[src/design/kmhrb_pkg.sv]
// package: constants, key-code rom and shared types for the hid report builder
package kmhrb_pkg;

    localparam int ROWS           = 14;
    localparam int COLS           = 8;
    localparam int PWM_FULL_SCALE = 1023;
    localparam int NSLOTS         = 6;
    localparam int ROM_ROWS       = 14;
    localparam int COL_W          = (COLS > 1) ? $clog2(COLS) : 1;
    localparam int ROW_AW         = (ROWS > 1) ? $clog2(ROWS) : 1;

    localparam logic [7:0]  COL_MASK  = 8'((1 << COLS) - 1);
    localparam logic [7:0]  CODE_NONE = 8'h00;
    localparam logic [7:0]  CODE_FN   = 8'hFF;
    localparam logic [7:0]  CODE_Z    = 8'h1D;
    localparam logic [7:0]  CODE_X    = 8'h1B;
    localparam logic [7:0]  CODE_C    = 8'h06;
    localparam logic [7:0]  MOD_FIRST = 8'hE0;
    localparam logic [7:0]  MOD_LAST  = 8'hE7;
    localparam logic [15:0] BL_STEP   = 16'd64;
    localparam logic [15:0] BL_FULL   = 16'(PWM_FULL_SCALE);

    typedef logic [7:0] t_code;
    typedef t_code [NSLOTS-1:0] t_slots;

    typedef struct packed {
        logic        fn;
        logic [15:0] bright;
        logic [7:0]  mods;
        t_slots      slots;
    } t_kstate;

    typedef struct packed {
        logic        kind;
        logic [7:0]  mods;
        t_slots      slots;
        logic [15:0] bright;
        logic        last;
    } t_result;

    typedef struct packed {
        logic    made;
        t_kstate st;
        t_result res;
    } t_evt;

    localparam t_code CODE_ROM [ROM_ROWS][8] = '{
        '{8'h1E, 8'h2B, 8'h14, 8'h39, 8'h04, 8'hE1, 8'h1D, 8'h35},
        '{8'h20, 8'h1A, 8'h08, 8'h16, 8'h07, 8'h1B, 8'h06, 8'h1F},
        '{8'h22, 8'h15, 8'h17, 8'h09, 8'h0A, 8'h19, 8'h05, 8'h21},
        '{8'h24, 8'h1C, 8'h18, 8'h0B, 8'h0D, 8'h11, 8'h10, 8'h23},
        '{8'h26, 8'h0C, 8'h12, 8'h0E, 8'h0F, 8'h36, 8'h37, 8'h25},
        '{8'h2D, 8'h13, 8'h2F, 8'h33, 8'h34, 8'h38, 8'hE5, 8'h27},
        '{8'h2A, 8'h30, 8'h31, 8'h28, 8'h00, 8'hE4, 8'hFF, 8'h2E},
        '{8'h4A, 8'h4C, 8'h4D, 8'h00, 8'h52, 8'h51, 8'h50, 8'h00},
        '{8'h00, 8'h4E, 8'h00, 8'h00, 8'h00, 8'h4F, 8'h00, 8'h4B},
        '{8'h00, 8'hE2, 8'hE0, 8'hE3, 8'h2C, 8'hE6, 8'h00, 8'h00},
        '{8'h3A, 8'h3B, 8'h3C, 8'h00, 8'h00, 8'h00, 8'h00, 8'h29},
        '{8'h3E, 8'h3F, 8'h00, 8'h00, 8'h00, 8'h00, 8'h00, 8'h3D},
        '{8'h41, 8'h42, 8'h00, 8'h00, 8'h00, 8'h00, 8'h00, 8'h40},
        '{8'h44, 8'h45, 8'h00, 8'h00, 8'h00, 8'h00, 8'h00, 8'h43}
    };

    function automatic t_code rom_code(input logic [3:0] row, input logic [2:0] col);
        t_code code;
        code = CODE_NONE;
        if (row < 4'(ROM_ROWS)) begin
            code = CODE_ROM[row][col];
        end
        return code;
    endfunction

endpackage

[src/design/kmhrb_if.sv]
// interfaces: scanned row input channel and report output channel
interface kmhrb_row_if;
    logic       valid;
    logic       ready;
    logic [3:0] row_index;
    logic [7:0] column_bits;

    modport source (output valid, output row_index, output column_bits, input ready);
    modport sink   (input valid, input row_index, input column_bits, output ready);
endinterface

interface kmhrb_rep_if;
    logic        valid;
    logic        ready;
    logic        kind;
    logic [7:0]  modifier_byte;
    logic [7:0]  slot0;
    logic [7:0]  slot1;
    logic [7:0]  slot2;
    logic [7:0]  slot3;
    logic [7:0]  slot4;
    logic [7:0]  slot5;
    logic [15:0] brightness;
    logic        last;

    modport source (output valid, output kind, output modifier_byte, output slot0,
                    output slot1, output slot2, output slot3, output slot4, output slot5,
                    output brightness, output last, input ready);
    modport sink   (input valid, input kind, input modifier_byte, input slot0,
                    input slot1, input slot2, input slot3, input slot4, input slot5,
                    input brightness, input last, output ready);
endinterface

[src/design/key_matrix_hid_report_builder.sv]
// top level: keyboard matrix row scanner building hid boot-keyboard reports
//
// input channel i_row carries one scanned row (row_index, column_bits). the
// block compares it with the stored copy of that row and handles each changed
// column from 0 upward, one column a cycle unless the scan stalls. every press
// or release that gets through gives one word on o_rep: a keyboard report
// (kind 0) or, with fn held and z/x/c pressed, a backlight command (kind 1).
// last marks the final word caused by a row; a row causing no word gives
// nothing. a row passes through the accepting state, a read of the stored row
// from the row ram, the column scan through the event unit and a flush of the
// held-back final word. ready is high only between rows. a row index not below
// ROWS is accepted and changes nothing. one word is held back until the next
// one or the end of the row shows whether it is the last; a stalled receiver
// holds the output register and stops the column scan when a column makes a
// word while both registers are full.
// after reset all rows read as released (per-row valid bits), slots, modifiers,
// fn and brightness are zero, and no word is pending.
module key_matrix_hid_report_builder (
    input  logic        i_clk,
    input  logic        i_rst_n,
    kmhrb_row_if.sink   i_row,
    kmhrb_rep_if.source o_rep
);
    import kmhrb_pkg::*;

    typedef enum logic [1:0] {S_IDLE, S_READ, S_SCAN, S_FLUSH} t_state;

    t_state             r_state;
    logic [3:0]         r_row;
    logic [7:0]         r_now;
    logic [7:0]         r_diff;
    logic [COL_W-1:0]   r_col;
    t_kstate            r_st;
    logic               r_pend_v;
    t_result            r_pend;
    logic               r_out_v;
    t_result            r_out;
    logic [ROWS-1:0]    r_row_vld;
    logic               r_rd_vld;

    logic [7:0]         ram_rdata;
    logic [7:0]         prior;
    logic               row_ok;
    logic               accept;
    logic [7:0]         code;
    logic               change;
    logic               made;
    logic               out_free;
    logic               stall;
    t_evt               evt;

    assign row_ok   = {1'b0, i_row.row_index} < 5'(ROWS);
    assign accept   = i_row.valid && i_row.ready;
    assign code     = rom_code(r_row, 3'(r_col));
    assign change   = r_diff[r_col];
    assign made     = change && evt.made;
    assign out_free = !r_out_v || o_rep.ready;
    assign stall    = (r_state == S_SCAN) && made && r_pend_v && !out_free;
    assign prior    = r_rd_vld ? ram_rdata : 8'h00;

    kmhrb_ram #(
        .WIDTH (8),
        .DEPTH (ROWS)
    ) u_rows (
        .i_clk   (i_clk),
        .i_we    (r_state == S_READ),
        .i_waddr (r_row[ROW_AW-1:0]),
        .i_wdata (r_now),
        .i_raddr (i_row.row_index[ROW_AW-1:0]),
        .o_rdata (ram_rdata)
    );

    kmhrb_event u_event (
        .i_st    (r_st),
        .i_code  (code),
        .i_press (r_now[r_col]),
        .o_evt   (evt)
    );

    always_ff @(posedge i_clk) begin
        if (!i_rst_n) begin
            r_state   <= S_IDLE;
            r_pend_v  <= 1'b0;
            r_out_v   <= 1'b0;
            r_st      <= '0;
            r_row_vld <= '0;
            r_rd_vld  <= 1'b0;
            r_col     <= '0;
        end else begin
            if (r_out_v && o_rep.ready) begin
                r_out_v <= 1'b0;
            end
            case (r_state)
                S_IDLE: begin
                    if (accept && row_ok) begin
                        r_row    <= i_row.row_index;
                        r_now    <= i_row.column_bits & COL_MASK;
                        r_rd_vld <= r_row_vld[i_row.row_index[ROW_AW-1:0]];
                        r_state  <= S_READ;
                    end
                end
                S_READ: begin
                    r_diff                       <= (r_now ^ prior) & COL_MASK;
                    r_row_vld[r_row[ROW_AW-1:0]] <= 1'b1;
                    r_col                        <= '0;
                    r_state                      <= S_SCAN;
                end
                S_SCAN: begin
                    if (!stall) begin
                        if (change) begin
                            r_st <= evt.st;
                        end
                        if (made) begin
                            if (r_pend_v) begin
                                r_out   <= r_pend;
                                r_out_v <= 1'b1;
                            end
                            r_pend   <= evt.res;
                            r_pend_v <= 1'b1;
                        end
                        if (r_col == COL_W'(COLS - 1)) begin
                            r_state <= S_FLUSH;
                        end else begin
                            r_col <= r_col + COL_W'(1);
                        end
                    end
                end
                S_FLUSH: begin
                    if (!r_pend_v) begin
                        r_state <= S_IDLE;
                    end else if (out_free) begin
                        r_out    <= {r_pend[$bits(t_result)-1:1], 1'b1};
                        r_out_v  <= 1'b1;
                        r_pend_v <= 1'b0;
                        r_state  <= S_IDLE;
                    end
                end
                default: begin
                    r_state <= S_IDLE;
                end
            endcase
        end
    end

    assign i_row.ready         = (r_state == S_IDLE);
    assign o_rep.valid         = r_out_v;
    assign o_rep.kind          = r_out.kind;
    assign o_rep.modifier_byte = r_out.mods;
    assign o_rep.slot0         = r_out.slots[0];
    assign o_rep.slot1         = r_out.slots[1];
    assign o_rep.slot2         = r_out.slots[2];
    assign o_rep.slot3         = r_out.slots[3];
    assign o_rep.slot4         = r_out.slots[4];
    assign o_rep.slot5         = r_out.slots[5];
    assign o_rep.brightness    = r_out.bright;
    assign o_rep.last          = r_out.last;

    a_idle_no_pend: assert property (@(posedge i_clk) disable iff (!i_rst_n)
        (r_state == S_IDLE) |-> !r_pend_v)
        else $error("word still pending between rows");

    a_bad_row: assert property (@(posedge i_clk) disable iff (!i_rst_n)
        (accept && !row_ok) |=> (r_state == S_IDLE) && !r_pend_v)
        else $error("out-of-range row started a scan");

    a_push_not_last: assert property (@(posedge i_clk) disable iff (!i_rst_n)
        (r_state == S_SCAN && made && r_pend_v && out_free) |=> (r_out_v && !r_out.last))
        else $error("mid-row word lost or marked last");

    a_report_no_level: assert property (@(posedge i_clk) disable iff (!i_rst_n)
        (r_out_v && !r_out.kind) |-> (r_out.bright == 16'h0000))
        else $error("keyboard report carries a brightness level");
endmodule

[src/design/kmhrb_ram.sv]
// generic single-write, single-read ram with registered read data
module kmhrb_ram #(
    parameter int WIDTH = 8,
    parameter int DEPTH = 16
) (
    input  logic                                       i_clk,
    input  logic                                       i_we,
    input  logic [((DEPTH > 1) ? $clog2(DEPTH) : 1)-1:0] i_waddr,
    input  logic [WIDTH-1:0]                           i_wdata,
    input  logic [((DEPTH > 1) ? $clog2(DEPTH) : 1)-1:0] i_raddr,
    output logic [WIDTH-1:0]                           o_rdata
);
    logic [WIDTH-1:0] r_mem [DEPTH];

    always_ff @(posedge i_clk) begin
        if (i_we) begin
            r_mem[i_waddr] <= i_wdata;
        end
        o_rdata <= r_mem[i_raddr];
    end
endmodule

[src/design/kmhrb_event.sv]
// key event unit: applies one press or release to fn, brightness, modifiers and slots
module kmhrb_event (
    input  kmhrb_pkg::t_kstate i_st,
    input  logic [7:0]         i_code,
    input  logic               i_press,
    output kmhrb_pkg::t_evt    o_evt
);
    import kmhrb_pkg::*;

    t_kstate    st;
    t_result    res;
    logic       made;
    logic       hot;
    logic       is_mod;
    logic       present;
    logic       found;
    logic [7:0] mod_bit;

    always_comb begin
        st      = i_st;
        res     = '0;
        made    = 1'b0;
        present = 1'b0;
        found   = 1'b0;
        hot     = i_st.fn && (i_code == CODE_Z || i_code == CODE_X || i_code == CODE_C);
        is_mod  = (i_code >= MOD_FIRST) && (i_code <= MOD_LAST);
        mod_bit = 8'd1 << i_code[2:0];
        if (i_code == CODE_NONE) begin
            made = 1'b0;
        end else if (i_code == CODE_FN) begin
            st.fn = i_press;
        end else if (hot) begin
            if (i_press) begin
                made     = 1'b1;
                res.kind = 1'b1;
                if (i_code == CODE_Z) begin
                    res.bright = BL_FULL;
                end else begin
                    if (i_code == CODE_X) begin
                        st.bright = i_st.bright + BL_STEP;
                    end else begin
                        st.bright = i_st.bright - BL_STEP;
                    end
                    res.bright = st.bright;
                end
            end
        end else if (i_press) begin
            if (is_mod) begin
                st.mods = i_st.mods | mod_bit;
            end
            for (int i = 0; i < NSLOTS; i++) begin
                if (i_st.slots[i] == i_code) begin
                    present = 1'b1;
                end
            end
            if (present) begin
                made = 1'b1;
            end else begin
                for (int i = 0; i < NSLOTS; i++) begin
                    if (!found && i_st.slots[i] == CODE_NONE) begin
                        st.slots[i] = i_code;
                        found       = 1'b1;
                    end
                end
                made = found;
            end
        end else begin
            if (is_mod) begin
                st.mods = i_st.mods & ~mod_bit;
            end
            for (int i = 0; i < NSLOTS; i++) begin
                if (i_st.slots[i] == i_code) begin
                    st.slots[i] = CODE_NONE;
                end
            end
            made = 1'b1;
        end
        if (made && !res.kind) begin
            res.mods  = st.mods;
            res.slots = st.slots;
        end
        o_evt.made = made;
        o_evt.st   = st;
        o_evt.res  = res;
    end
endmodule
[src/flat_wrapper.sv]
// flat-port wrapper written by rule: the top's interface ports become plain ports
module key_matrix_hid_report_builder_flat import kmhrb_pkg::*;
  (i_clk, i_rst_n, i_row_valid, i_row_row_index, i_row_column_bits, i_row_ready, o_rep_valid, o_rep_kind, o_rep_modifier_byte, o_rep_slot0, o_rep_slot1, o_rep_slot2, o_rep_slot3, o_rep_slot4, o_rep_slot5, o_rep_brightness, o_rep_last, o_rep_ready);
  kmhrb_row_if i_row_i ();
  kmhrb_rep_if o_rep_i ();
  input  logic i_clk;
  input  logic i_rst_n;
  input wire logic [$bits(i_row_i.valid)-1:0] i_row_valid;
  input wire logic [$bits(i_row_i.row_index)-1:0] i_row_row_index;
  input wire logic [$bits(i_row_i.column_bits)-1:0] i_row_column_bits;
  output wire logic [$bits(i_row_i.ready)-1:0] i_row_ready;
  output wire logic [$bits(o_rep_i.valid)-1:0] o_rep_valid;
  output wire logic [$bits(o_rep_i.kind)-1:0] o_rep_kind;
  output wire logic [$bits(o_rep_i.modifier_byte)-1:0] o_rep_modifier_byte;
  output wire logic [$bits(o_rep_i.slot0)-1:0] o_rep_slot0;
  output wire logic [$bits(o_rep_i.slot1)-1:0] o_rep_slot1;
  output wire logic [$bits(o_rep_i.slot2)-1:0] o_rep_slot2;
  output wire logic [$bits(o_rep_i.slot3)-1:0] o_rep_slot3;
  output wire logic [$bits(o_rep_i.slot4)-1:0] o_rep_slot4;
  output wire logic [$bits(o_rep_i.slot5)-1:0] o_rep_slot5;
  output wire logic [$bits(o_rep_i.brightness)-1:0] o_rep_brightness;
  output wire logic [$bits(o_rep_i.last)-1:0] o_rep_last;
  input wire logic [$bits(o_rep_i.ready)-1:0] o_rep_ready;
  assign i_row_i.valid = i_row_valid;
  assign i_row_i.row_index = i_row_row_index;
  assign i_row_i.column_bits = i_row_column_bits;
  assign i_row_ready = i_row_i.ready;
  assign o_rep_valid = o_rep_i.valid;
  assign o_rep_kind = o_rep_i.kind;
  assign o_rep_modifier_byte = o_rep_i.modifier_byte;
  assign o_rep_slot0 = o_rep_i.slot0;
  assign o_rep_slot1 = o_rep_i.slot1;
  assign o_rep_slot2 = o_rep_i.slot2;
  assign o_rep_slot3 = o_rep_i.slot3;
  assign o_rep_slot4 = o_rep_i.slot4;
  assign o_rep_slot5 = o_rep_i.slot5;
  assign o_rep_brightness = o_rep_i.brightness;
  assign o_rep_last = o_rep_i.last;
  assign o_rep_i.ready = o_rep_ready;
  key_matrix_hid_report_builder u_core (.i_clk(i_clk), .i_rst_n(i_rst_n), .i_row(i_row_i), .o_rep(o_rep_i));
endmodule
[config.mk]
export PLATFORM = sky130hd
export DESIGN_NAME = key_matrix_hid_report_builder_flat
export DESIGN_NICKNAME = d
export VERILOG_FILES = /design/src/design/kmhrb_pkg.sv /design/src/design/kmhrb_if.sv /design/src/design/key_matrix_hid_report_builder.sv /design/src/design/kmhrb_ram.sv /design/src/design/kmhrb_event.sv /design/src/flat_wrapper.sv
export SDC_FILE = /design/constraint.sdc
export NUM_CORES = 1
export LEC_CHECK = 0
export BUFFER_PORTS_ARGS = -buffer_cell sky130_fd_sc_hd__buf_4
export CAP_MARGIN = 10
export CORE_UTILIZATION = 30
export CTS_CLUSTER_SIZE = 28
export DETAILED_ROUTE_END_ITERATION = 6
export GPL_ROUTABILITY_DRIVEN = 0
export MAX_ROUTING_LAYER = met4
export PLACE_DENSITY = 0.47
export SYNTH_ARGS = -nofsm -noshare
export SYNTH_HDL_FRONTEND = slang
export SYNTH_HIERARCHICAL = 1
export SYNTH_SLANG_ARGS = --single-unit
[constraint.sdc]
create_clock -name i_clk -period 28.8 [get_ports i_clk]
set_input_delay 1.44 -clock i_clk [delete_from_list [all_inputs] [get_ports i_clk]]
set_output_delay 1.44 -clock i_clk [all_outputs]
set_load 0.02 [all_outputs]
---- Yosys cells after proc, flatten, opt, wreduce, memory -nomap -nowiden ----
Memories as Yosys holds them, arrays and structs flattened. A register that Yosys moved wholly into a read port is not among the register bits.
Cells that the tools add are included.
word-level totals
  register bits after elaboration ......... 262
  memory bits (writable) .................. 112
  ROM bits ................................ 1024
  word-level logic and storage cells ...... 255
  memories ................................ 2
memory list
  name                 words  bits a word  read ports  clocked after memory_dff  write ports  line             text
  (name not given)     16     64           1           0                         0            kmhrb_pkg.sv:68  code = CODE_ROM[row][col];
  u_core.u_rows.r_mem  14     8            1           1                         1            kmhrb_ram.sv:13  logic [WIDTH-1:0] r_mem [DEPTH];
cells by class
  add/subtract/negate cells ............... 3
  $lt $le $gt $ge ......................... 10
  eq/ne operators ......................... 23
  shift operators ......................... 1
  multiplexer cells ....................... 115
  bitwise gates (word level) .............. 13
  reduce and logical (&&, ||, !) cells .... 50
operators with widths
  cell                     number
  $mux W74                 5
  $mux W56                 4
  $pmux W74 S2             1
  $mux W8                  18
  $mux W64                 2
  $mux W1                  66
  $logic_not A8 Y1         7
  $eq A8 B8 Y1             6
  $mux W48                 1
  $bmux W8 S3              1
  $add A16 B7 Y16 const B  1
  $eq A8 B5 Y1 const B     2
  $logic_and A1 B1 Y1      16
  $mux W16                 1
  $sub A16 B7 Y16 const B  1
  $or A14 B14 Y14          1
  $reduce_and A3 Y1        4
  $lt A4 B5 Y1 const B     2
  $mux W10                 1
  $mux W2                  5
  $and A8 B8 Y8            1
  $eq A8 B3 Y1 const B     1
  $eq A8 B8 Y1 const B     1
  $ge A8 B8 Y1 const B     1
  other kinds (38)         66

---- Logic depth before layout (Yosys ltp) ----
Gate-level depths: netlist of the first run.
  word-level depth ........................ 70
  mapped depth ............................ 26
  mapped depth without buffers ............ 20

---- Cells and area by module ----
The synthesis of the first run kept the hierarchy.
modules (own cells, without submodules)
  module                         instances  cells an instance  area each (µm²)
  key_matrix_hid_report_builder  1          775                10397.5
  kmhrb_ram                      1          210                4606.9
  kmhrb_event                    1          466                3169.3

---- Worst setup path after synthesis of the first run ----
No wires, ideal clock.
  path type ............................... register -> register
  start point ............................. reg u_core.r_row[1]
  end point ............................... reg u_core.r_out, in the netlist u_core/o_rep.brightness[0], enable pin
  arrival time ............................ 9.691 ns
  data required time ...................... 28.183 ns
  setup slack ............................. 18.493 ns
  stages on the path, launching flop included .. 23
  path buffers ............................ 5
  clock period less this slack ............ 10.307 ns
  path through ............................ edfxtp_1 clkbuf_1 inv_2 ha_1 nor2_1 a211oi_1 a21oi_1 mux4_2 o221a_1 buf_4 xnor2_1 nand4_1 nor2_1 nor4b_4 a21o_1 buf_6 buf_6 nand2_1 buf_4 inv_1 a221oi_1 nand2_1 a211oi_1
between the ends
  cells in the longest elaborated chain, start to end .. 30
RTL lines
  what                                          line                                  text
  start: declaration                            key_matrix_hid_report_builder.sv:29   logic [3:0] r_row;
  start signal: assignment                      key_matrix_hid_report_builder.sv:96   r_row <= i_row.row_index;
  $not A4 Y5 (not written as such)              kmhrb_pkg.sv:68
  $mem_v2 Z16 W64                               -
  $mux W64 (not written as such) (2 in series)  kmhrb_pkg.sv:68
  $bmux W8 S3                                   kmhrb_pkg.sv:68
  $mux W8 (not written as such) (2 in series)   kmhrb_pkg.sv:68
  $mux W8 (*)                                   kmhrb_pkg.sv:67                       if (row < 4'(ROM_ROWS)) begin
  named net u_core.code[2]                      key_matrix_hid_report_builder.sv:45   logic [7:0] code;
  $eq A8 B8 Y1                                  kmhrb_event.sv:52                     if (i_st.slots[i] == i_code) begin
  [... 12 more ...]                             -
  $mux W1                                       kmhrb_event.sv:32                     end else if (hot) begin
  $mux W1                                       kmhrb_event.sv:30                     end else if (i_code == CODE_FN) begin
  $mux W1 (*)                                   kmhrb_event.sv:28                     if (i_code == CODE_NONE) begin
  named net u_core.u_event.made                 kmhrb_event.sv:12                     logic made;
  $logic_and A1 B1 Y1 (*)                       key_matrix_hid_report_builder.sv:56   assign made = change && evt.made;
  $logic_and A1 B1 Y1 (3 in series)             key_matrix_hid_report_builder.sv:58   assign stall = (r_state == S_SCAN) && made && r_pend_v && !out_free;
  $ne A2 B2 Y1 (no source line)                 -
  $reduce_and A7 Y1 (no source line) (*)        -
  end signal: assignment                        key_matrix_hid_report_builder.sv:115  r_out <= r_pend;
  end signal: assignment                        key_matrix_hid_report_builder.sv:132  r_out <= {r_pend[$bits(t_result)-1:1], 1'b1};
  end: declaration                              key_matrix_hid_report_builder.sv:37   t_result r_out;
Mark *: on every way through the listed nets, which the timed path passes. The rest lies on a longest branch. The select of a mux whose other input is x is not followed.
A chain may end at the register's enable or synchronous reset.

==> metrics.md, run 1 <==
| Metric | Value |
|---|---|
| Max incr delay on CP | `0.73 ns` |
| Static Leak | `7.747 nW` |
| Crit path cell chain | `inv_2 > ha_1 > ha_1 > nand2b_1 > o31a_1 > o22ai_1 > and3_1 > nor4_2 > buf_4 > and4_1 > nor2_1 > or3_1 > or2_2 > nand2_1 > inv_1 > a221oi_1 > nand2_1 > a211oi_4 > buf_4` |
| Via/cell ratio | `5.051` |
| CTS tree | `yes` |
| Gate Count Post-Synth | `1451` |
| Final Net Count | `1540` |
| Crit. End Element | `register` |
| Core area | `59460 sq um` |
| Crit Path Category | `register to register` |
| Port bufs | `91` |
| Relative slew slack | `0.2554` |
| Starting Density | `0.3056` |
| Syn Area/Cell | `12.52 sq um` |
| Layout cell share with drive strength beyond 1 | `0.1607` |
| Setup TNS | `0 ns` |
| Storage cell area | `10470 sq um` |
| PostCTS Resize Cnt | `0` |
| Top_reg_cell synth | `edfxtp_1` |
| H-tree depth | `2` |
| First-pass GRT wire length | `66140 microns` |
| Area after DPL | `19240 sq um` |
| Hold buffer count at CTS | `0` |
| Post-route cell area | `20620 sq um` |
| Synth Area in Compound Gates | `0.08957` |
| Slowest-stage cell, CP | `edfxtp_1` |
| DRC Markers | `0` |
| # clock sinks | `383` |
| Largest family of logic cells by synthesized area | `simple AND/OR/NAND/NOR gates` |
| Post-Synth Adder-Cell Area | `0.02176` |
| Vias | `11607` |
| Filler cells | `5896` |
| Yosys warning total | `6` |
| Clk root buf | `clkbuf_16` |
| Initial antenna violation count | `0` |
| Internal power | `1.012 mW` |
| Final HPWL DP | `26980 microns` |
| Num CTS Buffers | `43` |
| Final hold violation count | `0` |
| Most frequent cells in the layout | `edfxtp_1 (280), nor2_1 (182), buf_4 (109)` |
| Outcome | `complete, no violations` |
| Clk network pwr share | `0.387` |
| Die height | `248.1 microns` |
| Inserted Diodes | `0` |
| Final worst path period share | `0.2407` |
| Crit-path max FO | `65` |
| Routed len/inst | `18.36 microns` |
| Arrival time worst endpoint | `7.11 ns` |
| Synthesized Nets | `1498` |
| Total track usage | `0.1410` |
| Worst setup SP type | `register` |
| Maxcap violations | `0` |
| Worst Path Required | `28.97 ns` |
| WHS Path Cells | `0` |
| Commonest non-fill, non-tap cell in the layout | `edfxtp_1` |
| Max clock buf depth | `3` |
| Measured slew at the worst slew-check pin | `1.115 ns` |
| Clock-pin slew on the worst setup and hold paths | `0.06 ns` |
| Largest net degree at the start of global routing | `86` |
| 1st-pass router iterations | `7` |
| Post-synthesis xor/xnor area fraction | `0.03036` |
| Seq cells post-synth | `383` |
| Fin crit period | `6.931 ns` |
| Routed Antenna Nets | `0` |
| Clk_lat worst skew | `0.56 ns` |
| Final Util | `0.3468` |
| Syn Std Cell Area | `18170 sq um` |
| Row cnt | `89` |
| Hold slack final | `0.4129 ns` |
| Pwr dens | `67.83 nW/um^2` |
| Switch share | `0.2766` |
| GRT overflow | `0` |
| IO Pins | `92` |
| Post-synth EDFFs | `280` |
| Final Skew | `0.01717 ns` |
| Final Slew Violations | `0` |
| Placed Cells | `2221` |
| Asr flop ratio synth | `0` |
| Reg power frac | `0.454` |
| Sw Pwr | `0.3869 mW` |
| Gate power share | `0.159` |
| Sequential area share after synthesis | `0.5761` |
| RSZ-0062 raised after global routing | `no` |
| Setup Fix Bufs, Post-CTS | `0` |
| Netlist cell types | `80` |
| # setup viols final | `0` |
| Worst Hold Class | `register to register` |
| Peak VDD IR | `54.24 uV` |
| Vias in the first global route | `11526` |
| Area delta synth->final | `13.46%` |
| R2R cell count | `19` |
| Peak Freq | `144.3 MHz` |
| Drt total wl | `42190 microns` |
| Final cell count without fillers | `2298` |
| Die X | `248.1 microns` |
| Multiplexer area fraction after synthesis | `0.1085` |
| Die ar. | `61570 sq um` |
| Simple-Gate Fraction of Synth Area | `0.1238` |
| DRT iter0 DRCs | `842` |
| Footprint of the multi-input gates | `6868 sq um` |
cell usage after synthesis, types with 5 or more instances:
cell type    n  area (sq um)
o21a_1       6         45.04
nand3_1     18         90.09
ha_1        30         375.4
buf_4       18         135.1
nand4_1     13         81.33
o211a_1      6         60.06
o21ai_0     47         235.2
nor2b_1     19         118.9
a31oi_1      7         43.79
o221a_2      8         90.09
a21oi_1     51         255.2
xor2_1      20         175.2
nor3_1      60         300.3
and2_1      12         75.07
nand2_1     65         244.0
buf_12       8         160.2
buf_2       25         125.1
xnor2_1     43         376.6
nand2b_1    16         100.1
mux2i_1     95         950.9
nor2_1     183         686.9
dfxtp_1    103          2062
o21bai_1     5         37.54
or2_2        5         31.28
o22ai_1     15         93.84
inv_1       28         105.1
mux4_2       8         180.2
a41oi_1     39         341.6
edfxtp_1   280          8408
a311oi_1     5         43.79
clkbuf_1    39         146.4
mux4_1      23         604.3
buf_6       17         191.4
nor4_1      20         125.1
o31ai_1      5         37.54
mux2_2      21         236.5
and3_1       9         56.30
a211oi_1     5         37.54
power by group through the flow:
stage	Sequential [mW]	Clock, mW	Combinational, mW
after CTS	0.636	0.559	0.222
after global routing	0.638	0.579	0.241
after detailed placement	0.647	0	0.221
after floorplan	0.640	0	0.182
after global placement	0.646	0	0.221
final	0.635	0.541	0.222
worst paths after layout:
| kind | from | to | slack [ns] |
|---|---|---|---|
| max reg2reg | u_core/r_row[1]$_DFFE_PP_ | u_core/o_rep.brightness[13]$_DFFE_PP_ | 21.87 |
| max | u_core/r_row[1]$_DFFE_PP_ | u_core/o_rep.brightness[13]$_DFFE_PP_ | 21.87 |
| min reg2reg | u_core/r_pend[12]$_DFFE_PP_ | u_core/o_rep.brightness[11]$_DFFE_PP_ | 0.41 |
| min | u_core/r_pend[12]$_DFFE_PP_ | u_core/o_rep.brightness[11]$_DFFE_PP_ | 0.41 |
sequential cells by signal (all words and copies together) (netlist names), 14 cells and up:
register and count:
u_core/o_rep.brightness 16, u_core/r_pend 74, u_core/r_row_vld 14, u_core/r_st 73
u_core/u_rows/r_mem 112
critical path: cells and delay by family, from the launching register on:
kind / cells / cell delay [ns]
and+or+nand+nor: 9 / 2.48
AOI/OAI and AO/OA: 4 / 1.10
DFF: 1 / 0.73
buffers and inverters: 4 / 1.44
adders and majority gates: 2 / 0.69
area by class of cell:
class	count	area share
sequential	383	0.5078
clock buffer	49	0.05328
inverter	31	0.005643
timing repair buffer	109	0.03968
multi-input combinational	925	0.3331
tap	773	0.04691
clock inverter	28	0.01365
stage by stage:
stage	worst slack (ns)	total power, mW
4_1_cts	21.86	1.417
2_1_floorplan	18.49	0.8224
3_5_place_dp	21.87	0.8687
5_1_grt	21.35	1.458
6_report	21.87	1.399
3_3_place_gp	22.09	0.8670
routing by layer:
metal / share of wire / track usage / wire length [microns] / up-vias
li1: - / - / - / 5542
met2: 0.49 / 0.2328 / 20690 / 273
met3: 0.045 / 0.02306 / 1882 / 76
met5: 0 / - / 0 / -
met4: 0.023 / 0.04501 / 952 / 0
met1: 0.44 / 0.1759 / 18660 / 5716
logic make-up after synthesis:
| family | count (synthesis) |
|---|---|
| other | 1 |
| and+or+nand+nor | 450 |
| adders and majority gates | 31 |
| xor gates and xnor gates | 63 |
| buffers and inverters | 143 |
| AOI/OAI and AO/OA | 233 |
| DFF | 383 |
| muxes | 147 |
Power figures use the tool's default switching activity.
==> run 2, diff against run 1 <==
==> constraint.sdc (replaced) <==
create_clock -name i_clk -period 6.56 [get_ports i_clk]
set_input_delay 0.328 -clock i_clk [delete_from_list [all_inputs] [get_ports i_clk]]
set_output_delay 0.328 -clock i_clk [all_outputs]
set_load 0.02 [all_outputs]
==> metrics.md, run 2 (same netlist as run 1, synthesis figures left out) <==
| Metric | Value |
|---|---|
| Final Slew Violations | `0 (unchanged)` |
| Largest net degree at the start of global routing | `74 (-14%)` |
| Worst setup SP type | `register` |
| Final hold violation count | `0 (unchanged)` |
| Peak VDD IR | `250.2 uV (+360%)` |
| DRC Markers | `0 (unchanged)` |
| # clock sinks | `383 (unchanged)` |
| Die ar. | `61570 sq um (unchanged)` |
| Worst Hold Class | `primary input to register` |
| Most Crowded Layer GR | `met2` |
| Commonest non-fill, non-tap cell in the layout | `edfxtp_1` |
| Crit Path Category | `register to register` |
| Final Skew | `0.02889 ns (+0.01172 ns)` |
| Crit-path max FO | `68 (+4.6%)` |
| Total track usage | `0.1464 (+0.005411)` |
| Outcome | `complete, no violations` |
| GR Util met3 | `0.02187 (-0.001185)` |
| DRT iter0 DRCs | `738 (-12%)` |
| Setup TNS | `0 ns (unchanged)` |
| Static Leak | `7.960 nW (+2.7%)` |
| Most frequent cells in the layout | `edfxtp_1 (280), nor2_1 (181), buf_4 (118)` |
| Clk root buf | `clkbuf_16` |
| IO Pins | `92 (unchanged)` |
| Worst setup margin | `0.6264 ns (-21.24 ns)` |
| # setup viols final | `0 (unchanged)` |
| Fin crit period | `5.934 ns (-0.9975 ns)` |
| Row cnt | `89 (unchanged)` |
| Max clock buf depth | `3 (unchanged)` |
| 1st-pass router iterations | `5 (-2)` |
| Measured slew at the worst slew-check pin | `1.152 ns (+0.03797 ns)` |
| Peak Freq | `168.5 MHz (+17%)` |
| Clk_lat worst skew | `0.57 ns (about the same)` |
| Die height | `248.1 microns (unchanged)` |
| Largest registers | `u_core/u_rows/r_mem: 112 flops, u_core/r_pend: 74 flops, u_core/r_st: 73 flops` |
| Grt met2 use | `0.2393 (+0.006472)` |
| Die X | `248.1 microns (unchanged)` |
| Setup Slack @ Placement | `0.6599 ns (-21.21 ns)` |
| Crit. End Element | `register` |
| Crit path cell chain | `inv_2 > ha_1 > nand2_1 > o21ai_0 > a21oi_1 > a2111oi_0 > o21a_1 > xnor2_1 > nand4_1 > nor2_1 > nor4_1 > a21o_1 > nand2_1 > inv_1 > a221oi_2 > nand2_1 > a211oi_4 > buf_12` |
| Worst Path Required | `6.78 ns (-22.19 ns)` |
| Maxcap violations | `0 (unchanged)` |
| Final worst path period share | `0.9045 (+0.6638)` |
| Initial antenna violation count | `0 (unchanged)` |
| Area delta synth->final | `15.78%` |
| Layout cell share with drive strength beyond 1 | `0.1714 (+0.01074)` |
| Routed len/inst | `18.60 microns (+1.3%)` |
| Most frequent CP cell | `nand2_1` |
| Core area | `59460 sq um (unchanged)` |
| Relative slew slack | `0.2300 (-0.02537)` |
| Inserted Diodes | `0 (unchanged)` |
| Final Net Count | `1563 (+1.5%)` |
| CTS tree | `yes` |
| Slowest-stage cell, CP | `o21a_1` |
| First-pass GRT wire length | `68010 microns (+2.8%)` |
| Starting Density | `0.3056 (unchanged)` |
| PostCTS Resize Cnt | `0 (unchanged)` |
| Arrival time worst endpoint | `6.15 ns (-0.96 ns)` |
| Clock-pin slew on the worst setup and hold paths | `0.06 ns (about the same)` |
| GRT overflow | `0 (unchanged)` |
| H-tree depth | `2 (unchanged)` |
| Routed Antenna Nets | `0 (unchanged)` |
| RSZ-0062 raised after global routing | `no` |
| Vias | `11699 (+0.79%)` |
| Max reg flops | `112 (unchanged)` |
| Final HPWL DP | `28000 microns (+3.8%)` |
| M1 GR Usage | `0.1824 (+0.006441)` |
| Pwr dens | `304.0 nW/um^2 (+350%)` |
| Biggest register | `u_core/u_rows/r_mem` |
| Num CTS Buffers | `44 (+2.3%)` |
| Max incr delay on CP | `0.84 ns (+0.11 ns)` |
| Vias in the first global route | `11776 (+2.2%)` |
| Via/cell ratio | `5.032 (-0.38%)` |
| Drt total wl | `43250 microns (+2.5%)` |
| Port bufs | `91 (unchanged)` |
==> run 2: cell types whose count changed in the layout (fill, tap and decap cells not counted), sizes merged <==
cell         change
bufinv           +3
dlygate4sd3      +8
inv              -2
buf             +14
clkbuf           +6
clkinvlp         -2
==> run 2: worst max-delay path: cells and delay by family (launching register included) <==
kind	cells	cell delay [ns]
XOR/XNOR	1	0.20
flip-flops	1	0.76
AND/OR/NAND/NOR	6	1.15
adder cells (fa/ha/maj)	1	0.44
buffers and inverters	3	0.56
AO/OA/AOI/OAI	7	2.34
==> run 2: final cells by class <==
class                      instances  area [sq um]
sequential                       383         10470
inverter                          31         118.9
clock inverter                    27         352.8
tap                              773         967.2
multi-input combinational        925          6872
clock buffer                      55          1195
timing repair buffer             131          1066
fill                            5852         38420
==> run 2: repair_timing <==
action	4_1_cts	5_1_grt
endpoints found under the hold margin	8	0
buffers inserted	0	0
hold buffers	8	0
setup endpoints to repair	0	0
==> run 2: layer usage <==
metal	wire length, microns	vias up
li1	-	5583
met1	19120	5752
met2	21140	286
met3	1713	78
met4	1277	0
met5	0	-
==> run 2: final timing paths <==
check,endpoint,startpoint,depth (start not counted),slack (ns)
setup / recovery,u_core/o_rep.modifier_byte[1]$_DFFE_PP_,u_core/r_row[0]$_DFFE_PP_,18,0.63
hold / removal,u_core/u_rows/o_rdata[6]$_DFF_P_,i_row_row_index[2],2,0.08
setup reg to reg,u_core/o_rep.modifier_byte[1]$_DFFE_PP_,u_core/r_row[0]$_DFFE_PP_,18,0.63
hold reg to reg,u_core/o_rep.brightness[10]$_DFFE_PP_,u_core/r_pend[11]$_DFFE_PP_,0,0.39
==> run 2: metrics by stage <==
step / hold slack [ns] / total power [mW] / cells / utilization / area [sq um]
5_1_grt: 0.07084 / 6.675 / 2325 / 0.3538 / 21040
4_1_cts: 0.03744 / 6.489 / 2325 / 0.3538 / 21040
3_5_place_dp: 0.4045 / 3.842 / 2235 / 0.3265 / 19410
3_3_place_gp: 0.4054 / 3.836 / 2235 / 0.3265 / 19410
6_report: 0.08395 / 6.397 / 2325 / 0.3538 / 21040
2_1_floorplan: 0.4003 / 3.614 / 1451 / - / 18210
==> run 2: report_power, final <==
group	leakage (nW)	switching, mW	total (mW)	internal [mW]
Clock	0.754	0.996	2.61	1.61
Combinational	3.83	0.659	1.00	0.344
Sequential	3.38	0.0729	2.79	2.71
